<file path="config.mk">
export PLATFORM = sky130hd
export DESIGN_NAME = gbs_ctrl
export DESIGN_NICKNAME = d
export VERILOG_FILES = /design/src/hw/rtl/gbs_pkg.sv /design/src/hw/rtl/gbs_ctrl.sv
export SDC_FILE = /design/constraint.sdc
export NUM_CORES = 1
export LEC_CHECK = 0
export BUFFER_PORTS_ARGS = -buffer_cell sky130_fd_sc_hd__buf_4
export CORE_AREA = 4 4 41 43
export CTS_BUF_LIST = sky130_fd_sc_hd__clkbuf_2 sky130_fd_sc_hd__clkbuf_4 sky130_fd_sc_hd__clkbuf_8
export CTS_CLUSTER_DIAMETER = 50
export DETAILED_ROUTE_END_ITERATION = 8
export DIE_AREA = 0 0 45 47
export SYNTH_ARGS = -nofsm -noshare
export SYNTH_HDL_FRONTEND = slang
export SYNTH_SLANG_ARGS = --single-unit
</file>
<file path="constraint.sdc">
create_clock -name clk -period 1.7 [get_ports clk]
set_input_delay 0.34 -clock clk [delete_from_list [all_inputs] [get_ports clk]]
set_output_delay 0.34 -clock clk [all_outputs]
set_load 0.01 [all_outputs]
</file>
<file path="src/hw/rtl/gbs_pkg.sv">
// Package: shared types, constants and state encoding for the group-by sum engine.
`default_nettype none
package gbs_pkg;
  localparam int unsigned KEY_W = 31;
  localparam int unsigned VAL_W = 31;
  localparam int unsigned SUM_W = 48;
  localparam int unsigned ID_W = 10;
  localparam int unsigned MAX_GROUPS_DEF = 1024;

  typedef struct packed {
    logic [KEY_W-1:0] group_key;
    logic [VAL_W-1:0] row_value;
    logic             last_of_batch;
  } gbs_in_t;

  typedef struct packed {
    logic [ID_W-1:0]  grp_idx;
    logic             is_new_group;
    logic [SUM_W-1:0] running_sum;
    logic             sum_saturated;
    logic             table_full;
    logic             batch_done;
  } gbs_out_t;

  typedef enum logic [2:0] {
    ST_IDLE, ST_SCAN, ST_UPD, ST_NEW, ST_FULL
  } gbs_state_t;

  // Commands from controller to datapath.
  typedef struct packed {
    logic load;      // capture request, clear scan index
    logic scan_rd;   // issue key read at scan index, advance
    logic upd;       // add into the found slot, emit result
    logic ins;       // append new group, emit result
    logic drop;      // emit table-full result
  } gbs_cmd_t;

  // Status from datapath to controller.
  typedef struct packed {
    logic hit;       // registered key read matched
    logic rd_pend;   // a key read is in flight
    logic scan_end;  // no more slots to issue
    logic full;      // all slots in use
  } gbs_sts_t;
endpackage
`default_nettype wire

</file>
<file path="src/hw/rtl/gbs_ctrl.sv">
// Controller state machine sequencing lookup, update, insert and drop.
`default_nettype none
module gbs_ctrl (
  input  wire logic              clk,
  input  wire logic              rst_n,
  input  wire logic              start,
  input  wire gbs_pkg::gbs_sts_t sts,
  output gbs_pkg::gbs_cmd_t      cmd,
  output logic                   busy
);
  import gbs_pkg::*;
  gbs_state_t state_r, state_nxt;

  always_ff @(posedge clk) begin
    if (!rst_n) state_r <= ST_IDLE;
    else state_r <= state_nxt;
  end

  always_comb begin
    state_nxt = state_r;
    case (state_r)
      ST_IDLE: if (start) state_nxt = ST_SCAN;
      ST_SCAN: begin
        if (sts.rd_pend && sts.hit) state_nxt = ST_UPD;
        else if (!sts.rd_pend && sts.scan_end) state_nxt = sts.full ? ST_FULL : ST_NEW;
      end
      ST_UPD, ST_NEW, ST_FULL: state_nxt = ST_IDLE;
      default: state_nxt = ST_IDLE;
    endcase
  end

  always_comb begin
    cmd = '0;
    busy = 1'b1;
    case (state_r)
      ST_IDLE: begin
        busy = 1'b0;
        cmd.load = start;
      end
      ST_SCAN: cmd.scan_rd = !sts.scan_end && !(sts.rd_pend && sts.hit);
      ST_UPD:  cmd.upd = 1'b1;
      ST_NEW:  cmd.ins = 1'b1;
      ST_FULL: cmd.drop = 1'b1;
      default: busy = 1'b1;
    endcase
  end
endmodule
`default_nettype wire

</file>
; Word-level counts from Yosys, hierarchy flattened
; Index checks and enable logic that the tools add are counted.
[classes]
add_sub_neg = 0
mul = 0
n_div = 0
magnitude_cmp = 0
eq_ne = 6
shifts = 0
n_mux = 11
n_bitwise = 0
n_reduce_logical = 8
[op_table]
columns = operator, n
row1 = $mux 3, 4
row2 = $eq 3x2->1 const B, 2
row3 = $mux 1, 6
row4 = $pmux 3 s2, 1
row5 = $eq 3x1->1 const B, 1
row6 = $eq 3x3->1 const B, 1
row7 = $logic_and 1x1->1, 3
row8 = $logic_not 1->1, 3
row9 = $logic_not 3->1, 1
row10 = $ne 3x3->1 const B, 1
row11 = $ne 2x2->1 const B, 1
row12 = $reduce_and 2->1, 1
[word_totals]
regBits = 3
latchBits = 0
ramBits = 0
romBits = 0
in_bits = 7
out_inout_bits = 6
wordCells = 26
mem_count = 0

; Longest topological paths before layout
; Gate-level depths: netlist of the first run.
[depth]
word_depth = 5
mapped_depth = 2
mapped_depth_nobuf = 2

; Worst setup path before layout of the first run
; Ideal clock, no wire load.
[synth_path]
kind = register to output
from = register state_r[2]
to = output busy
arrival_time_ns = 0.753
required_ns = 1.360
setup_slack_ns = 0.607
path_stages_with_launch = 2
path_buffers = 0
path_cell_list = dfxtp_1 > or3_1
[synth_via]
elab_chain_len = 2
[synth_rtl]
columns = element, line_no
row1 = from (decl), gbs_ctrl.sv:12  ; gbs_state_t state_r, state_nxt;
row2 = from (signal assigned), gbs_ctrl.sv:16  ; else state_r <= state_nxt;
row3 = $logic_not 3->1, gbs_ctrl.sv:35  ; case (state_r)
row4 = $mux 1, gbs_ctrl.sv:35
row5 = to (decl), gbs_ctrl.sv:9  ; output logic busy
; No other way between the ends.

==> flow_summary.yaml, run 1 <==
floorplan:
  num_rows: 13
  core_area_um2: 1301
  dieArea_um2: 2115
  io_pins: 13
  fp.dieW_um: 45
  start_util_pct: 13.85
  die_y_um: 47
global_routing:
  grt_usage_pct: 5.919
  grt_pass1_vias: 176
  antenna_found_initial: 0
  grt_overflow: 0
  grt_pass1_wl_um: 786
  grt_max_degree: 9
final_layout:
  seq_area_um2: 60.06
  nFillCells: 156
  finalNonFillerCells: 49
  drive_gt1_share_pct: 52.94
  reg.largest.list: "state_r (3)"
  top_register: "state_r"
  area_growth_pct: 77.08
  antenna-diode-count: 0
  num-nets-final: 42
  largest_register_ffs: 3
  multi_input_comb_area_um2: 120.1
critical_path:
  crit_end: "cmd[4]"
  required_ps: 1360
  crit_arrival_ps: 1140
  cp-end-kind: "output pin"
  worstPathMaxFanout: 8
  r2r_setup_slack_ps: 740
  critPathLaunchType: "flop"
  r2r_end: "state_r[0]"
  worst_r2r_startpoint: "state_r[0]"
  ff2ff_path_depth: 2
  slowest_delay_ps: 370
  path_cells: "nor4b_2, buf_4"
  startpoint: "state_r[2]"
  worstSetupPathType: "reg2out"
  slowest_stage: "dfxtp_1"
cts:
  cts-resized-gates: 0
  cts_tree: "yes"
  clock_sinks: 3
  postCtsSetupBuffers: 0
  cts.clk_slew.worst_paths_ps: 40
  cts_buffers: 3
  clk_latency_ps: 230
  cts.path.max_buffers: 2
  htreeDepth: 1
  root_buffer: "clkbuf_4"
  postCtsHoldBufs: 0
drt:
  drc: 0
  drt-initial-drc-count: 3
  drt_first_pass_iters: 3
  dr_total_vias: 201
  avgViaCountPerCell: 4.102
  ant_nets: 0
  post_drt_wl_per_cell_um: 10.24
  drt-total-wl_um: 502
synthesis:
  synth_fp_nets: 25
  yosysSeqAreaShare_pct: 33.33
  ys_top_cells_by_count: "dfxtp_1 (3), nor2_1 (2), nor3b_1 (2)"
  synthTopCellsByArea: "dfxtp_1 (33%), nor3b_1 (8.3%), nor4b_2 (8.3%)"
  ys_ff_latch: 3
  yosysUniqueCellTypes: 14
  synthCells: 18
  yosysTopAreaCellShare_pct: 33.33
  syn_area_per_cell_um2: 10.01
  ys.flop_type: "dfxtp_1"
  synth.most_common_cell: "dfxtp_1"
  yosysTopAreaCell: "dfxtp_1"
  synthArstFlopShare_pct: 0
  synth_edf_count: 0
  yosys_warnings: 0
  synth_area_um2: 180.2
timing:
  rsz0062_at_grt: "no"
  max-slew-margin-rel_pct: 81.35
  finalSetupTns_ps: 0
  min_period_ps: 1476
  worst_slew_pin_slew_ps: 279.1
  finalMaxSlewViolations: 0
  skew_ps: 1.669
  whs_ps: 333.0
  hold_viol_final: 0
  finalWorstSetupSlack_ps: 223.7
  final-setup-viol-count: 0
  max_freq_mhz: 677.4
  fin_crit_sh_pct: 86.84
flow_run:
  maxCapViolCount: 0
outcome:
  status: "finished clean"
placed_design:
  gp_congestion: 0.6544
  port_buffers: 12
  place_inst: 45
  pre_cts_slack_ps: 466.4
worst_hold_path:
  hold_path.class: "in2reg"
pwr:
  ir_drop_uv: 398.5
  power_density_nw_per_um2: 854.0
  power_w: 0.0002725
  p_leak_nw: 0.1459
cells in the final DEF, fill, tap and decap left out:
master | netlist | layout
nor2_1 | 2 | 2
or3_1 | 1 | 1
clkbuf_4 | 0 | 4
nor4bb_1 | 1 | 1
and3b_2 | 1 | 1
nand2_1 | 1 | 1
or3b_1 | 1 | 1
nand3b_1 | 1 | 1
dfxtp_1 | 3 | 3
buf_4 | 0 | 12
and4b_1 | 1 | 1
a21oi_1 | 1 | 1
nor4b_2 | 1 | 1
a32o_1 | 1 | 1
nand4bb_1 | 1 | 1
nor3b_1 | 2 | 2
report_power, final:
group	total (W)	switching [W]	leakage [nW]	internal [W]
Combinational	0.0000475	0.0000174	0.103	0.0000301
Clock	0.000143	0.0000393	0.0184	0.000104
Sequential	0.0000816	0.00000702	0.0245	0.0000746
Total	0.000272	0.0000638	0.146	0.000209
logic make-up after synthesis:
group	after synthesis	synth area share, %
and+or+nand+nor	13	58.33
AOI/OAI and AO/OA	2	8.331
DFF	3	33.33
worst min path at each step:
stage | startpoint | to | slack, ps | cells past startpoint
4_1_cts | rst_n | state_r[0] | 330 | 2
3_3_place_gp | rst_n | state_r[0] | 580 | 2
3_5_place_dp | rst_n | state_r[0] | 580 | 2
6_report | rst_n | state_r[0] | 330 | 2
5_1_grt | rst_n | state_r[0] | 330 | 2
2_1_floorplan | rst_n | state_r[0] | 470 | 1
critical path, delay by kind of cell (launching register included):
| family | cells | cell delay (ps) |
|---|---|---|
| AND/OR/NAND/NOR | 1 | 360 |
| buffers and inverters | 1 | 180 |
| flip-flops | 1 | 370 |
layer usage:
metal | global-route usage, % | part of all wire, % | vias to the layer above
met3 | 7.280 | 16 | 0
li1 | - | - | 105
met4 | 3.509 | 0 | 0
met1 | 6.122 | 47 | 85
met2 | 6.497 | 36 | 11
met5 | 0 | 0 | -
layout make-up:
type                            count  area share [%]
Tap cell                           15           5.882
Timing Repair Buffer               12           28.24
Multi-Input combinational cell     15           37.65
Clock buffer                        4           9.412
Sequential cell                     3           18.82
metrics by stage:
step | utilization [%] | cell area, µm²
after floorplan | - | 180.2
after global placement | 22.21 | 289.0
after detailed placement | 22.21 | 289.0
after CTS | 24.52 | 319.1
after global routing | 24.52 | 319.1
final | 24.52 | 319.1
Note: power is estimated with default switching activity, not from simulation.
==> run 2: changes to the inputs <==
BUFFER_PORTS_ARGS = unset   (was -buffer_cell sky130_fd_sc_hd__buf_4)
DONT_BUFFER_PORTS = 1   (was unset)
GPL_ROUTABILITY_DRIVEN = 0   (was unset)
GPL_TIMING_DRIVEN = 0   (was unset)
==> run 2 against run 1 <==
  * Clock skew shrank 1.6 ps
  * Clock-buffer cell count is the same
  * Register-to-register slack lost 110 ps
  * Via count shrank 16%
  * Routed wire length shrank 7.0%
  * Sequential share of layout area grew 7.4 points
  * Hold slack lost 95 ps
  * Final area shrank 28%
  * Largest power group unchanged
==> flow_summary.yaml, run 2 (synthesis results as in run 1) <==
flow_run:
  maxCapViolCount: 0
global_routing:
  grt_usage_pct: 5.209
  antenna_found_initial: 0
  grt_pass1_vias: 164
  grt_pass1_wl_um: 717
  grt_overflow: 0
  grt_max_degree: 9
final_layout:
  antenna-diode-count: 0
  final_cell_mix: "clkbuf_4 (4), dfxtp_1 (3), nor3b_1 (2), nor2_1 (2)"
  fin_util_pct: 17.60
  area_growth_pct: 27.08
  final_common_cell: "clkbuf_4"
  multi_input_comb_area_um2: 120.1
  drive_gt1_share_pct: 27.27
  seq_area_um2: 60.06
  largest_register_ffs: 3
  nFillCells: 164
  top_register: "state_r"
  num-nets-final: 30
  reg.largest.list: "state_r (3)"
floorplan:
  die_y_um: 47
  dieArea_um2: 2115
  core_area_um2: 1301
  start_util_pct: 13.85
  io_pins: 13
  num_rows: 13
  fp.dieW_um: 45
critical_path:
  worstSetupPathType: "reg2out"
  required_ps: 1360
  crit_arrival_ps: 1080
  slowest_stage: "dfxtp_1"
  cp-end-kind: "output pin"
  worstPathMaxFanout: 8
  path_cells: "nor3b_1"
  critPathLaunchType: "flop"
  crit_buf_inv: 0
  crit_family: "flip-flops"
  slowest_delay_ps: 450
timing:
  skew_ps: 0.1172
  hold_viol_final: 0
  worst_slew_pin_slew_ps: 437.0
  max_freq_mhz: 702.5
  max-slew-margin-rel_pct: 70.79
  rsz0062_at_grt: "no"
  fin_crit_sh_pct: 83.73
  finalSetupTns_ps: 0
  finalMaxSlewViolations: 0
  min_period_ps: 1423
  final-setup-viol-count: 0
drt:
  drt_first_pass_iters: 4
  post_drt_wl_per_cell_um: 12.62
  drt-total-wl_um: 467
  drc: 0
  drt-initial-drc-count: 5
  dr_total_vias: 169
  ant_nets: 0
  avgViaCountPerCell: 4.568
pwr:
  power_density_nw_per_um2: 1062
  ir_drop_uv: 400.7
  p_leak_nw: 0.08536
cts:
  htreeDepth: 1
  cts_buffers: 3
  cts-resized-gates: 0
  postCtsHoldBufs: 0
  cts.path.max_buffers: 2
  clk_latency_ps: 230
  root_buffer: "clkbuf_4"
  cts_tree: "yes"
  cts.clk_slew.worst_paths_ps: 30
  clock_sinks: 3
  postCtsSetupBuffers: 0
worst_hold_path:
  hold_path.class: "in2reg"
placed_design:
  hpwl_um: 367
  port_buffers: 0
outcome:
  status: "finished clean"
==> run 2: final cells by class <==
| class | instances | area share (%) |
|---|---|---|
| clock buffer | 4 | 13.11 |
| multi-input combinational | 15 | 52.46 |
| sequential | 3 | 26.23 |
| tap | 15 | 8.197 |
==> run 2: per-stage QoR <==
step                      total power (W)  hold WS, ps  cells  setup slack [ps]  instance area [µm²]
after floorplan                 0.0001027        465.8     18             606.7                180.2
after global placement          0.0001070        472.7     33             521.7                198.9
after detailed placement        0.0001077        471.1     33             491.3                198.9
after CTS                       0.0002515        229.3     37             240.9                229.0
after global routing            0.0002608        236.0     37             204.4                229.0
final                           0.0002431        237.9     37             276.6                229.0
==> run 2: report_power, final <==
| part | internal [W] | total, W | switching [W] |
|---|---|---|---|
| Combinational | 0.0000120 | 0.0000242 | 0.0000121 |
| Sequential | 0.0000747 | 0.0000820 | 0.00000733 |
| Clock | 0.000104 | 0.000137 | 0.0000333 |
==> run 2: path summary, 6_finish.rpt <==
kind | from | end | slack (ps) | cells past startpoint
worst min-delay path | rst_n | state_r[0] | 240 | 1
worst max-delay path | state_r[1] | cmd[2] | 280 | 1
worst min register to register | state_r[0] | state_r[1] | 620 | 2
worst max register to register | state_r[2] | state_r[0] | 630 | 2
==> run 2: routing by layer <==
layer,GRT usage (%),up-vias,share of wire [%]
met5,0,-,0
li1,-,80,-
met1,6.122,78,46
met3,4.598,0,15
met2,6.780,11,39
met4,1.754,0,0
==> run 3: changes to the inputs <==
clock period = 1.4 ns   (was 1.7 ns; I/O delays follow)
==> run 3 against run 2 <==
  * Power grew 22%
  * Final area grew 2.2%
  * Sequential power grew 22%
  * Clock skew is the same
  * Final cell count is the same
  * Routed wire length is the same
  * Sequential cell count is the same
  * Largest power group unchanged
==> flow_summary.yaml, run 3 (synthesis results as in run 1) <==
outcome:
  status: "finished clean"
cts:
  cts_buffers: 3
  cts_tree: "yes"
  clock_sinks: 3
  root_buffer: "clkbuf_4"
  clk_latency_ps: 230
  htreeDepth: 1
  postCtsSetupBuffers: 0
  cts.clk_slew.worst_paths_ps: 30
  cts.path.max_buffers: 2
drt:
  dr_total_vias: 168
  ant_nets: 0
  drc: 0
  drt-total-wl_um: 467
  avgViaCountPerCell: 4.541
  drt-initial-drc-count: 5
  drt_first_pass_iters: 4
  post_drt_wl_per_cell_um: 12.62
timing:
  min_period_ps: 1386
  whs_ps: 177.9
  worst_slew_pin_slew_ps: 437.0
  skew_ps: 0.1172
  hold_viol_final: 0
  finalMaxSlewViolations: 0
  rsz0062_at_grt: "yes"
  max-slew-margin-rel_pct: 70.79
  fin_crit_sh_pct: 99.00
  final-setup-viol-count: 0
  finalSetupTns_ps: 0
  max_freq_mhz: 721.5
critical_path:
  slowest_stage: "dfxtp_1"
  crit_family: "flip-flops"
  worst_r2r_startpoint: "state_r[2]"
  worstPathMaxFanout: 8
  ff2ff_path_depth: 2
  crit_arrival_ps: 1110
  required_ps: 1120
  path_cells: "nor3b_1"
  r2r_end: "state_r[0]"
  startpoint: "state_r[1]"
  r2r_setup_slack_ps: 330
  worstSetupPathType: "reg2out"
  slowest_delay_ps: 470
  critPathLaunchType: "flop"
  crit_buf_inv: 0
  cp-end-kind: "output pin"
global_routing:
  grt_pass1_vias: 164
  grt_overflow: 0
  grt_usage_pct: 5.209
  antenna_found_initial: 0
  grt_pass1_wl_um: 717
  grt_max_degree: 9
worst_hold_path:
  hold_path.class: "in2reg"
  min_to: "state_r[0]"
  holdPathStages: 1
  hp-start: "rst_n"
floorplan:
  fp.dieW_um: 45
  die_y_um: 47
  num_rows: 13
  core_area_um2: 1301
  dieArea_um2: 2115
  io_pins: 13
  start_util_pct: 13.85
placed_design:
  hpwl_um: 367
  port_buffers: 0
  placed_area_um2: 198.9
pwr:
  power_w: 0.0002960
  p_leak_nw: 0.08880
  power_density_nw_per_um2: 1265
  ir_drop_uv: 487.2
final_layout:
  nFillCells: 162
  final_common_cell: "clkbuf_4"
  design_area_um2: 234.0
  area_growth_pct: 29.86
  top_register: "state_r"
  antenna-diode-count: 0
  largest_register_ffs: 3
  reg.largest.list: "state_r (3)"
  num-nets-final: 30
  fin_util_pct: 17.98
  drive_gt1_share_pct: 31.82
  final_cell_mix: "clkbuf_4 (4), dfxtp_1 (3), nor2_1 (2)"
flow_run:
  maxCapViolCount: 0
[run 3: cell counts in the layout (fill, tap and decap cells not counted)]
Identical to the previous run, type by type.
[run 3: through the flow]
step | std cells | setup WS, ps
after floorplan | 18 | 366.7
after global placement | 33 | 281.7
after detailed placement | 33 | 251.3
after CTS | 37 | 0.8769
after global routing | 37 | -33.95
final | 37 | 13.99
[run 3: how the worst max path moves through the flow]
| stage | to | slack [ps] | cells after the start |
|---|---|---|---|
| after global placement | cmd[2] | 280 | 1 |
| after global routing | cmd[2] | -30 | 1 |
| final | cmd[2] | 10 | 1 |
| after floorplan | busy | 370 | 1 |
| after CTS | cmd[2] | 0.9 | 1 |
| after detailed placement | cmd[2] | 250 | 1 |
[run 3: layout make-up]
cell class / count / area, µm² / share of cell area, %
Clock buffer: 4 / 30.03 / 12.83
Multi-Input combinational cell: 15 / 125.1 / 53.48
Sequential cell: 3 / 60.06 / 25.67
Tap cell: 15 / 18.77 / 8.021
[run 3: per-layer routing]
layer	track usage, %	wire [µm]
met5	0	0
met4	1.754	0
met3	4.598	69
met2	6.780	179
met1	6.122	218
[run 3: what timing repair did]
action                                  in CTS  in global routing
resized for setup                            0                  1
endpoints found under the setup margin       0                  3
hold buffers                                 0                  0
[run 3: report_power, final]
group          internal [W]  leakage [nW]  switching (W)
clock network      0.000126        0.0184      0.0000405
logic             0.0000147        0.0459      0.0000148
registers         0.0000907        0.0245     0.00000958
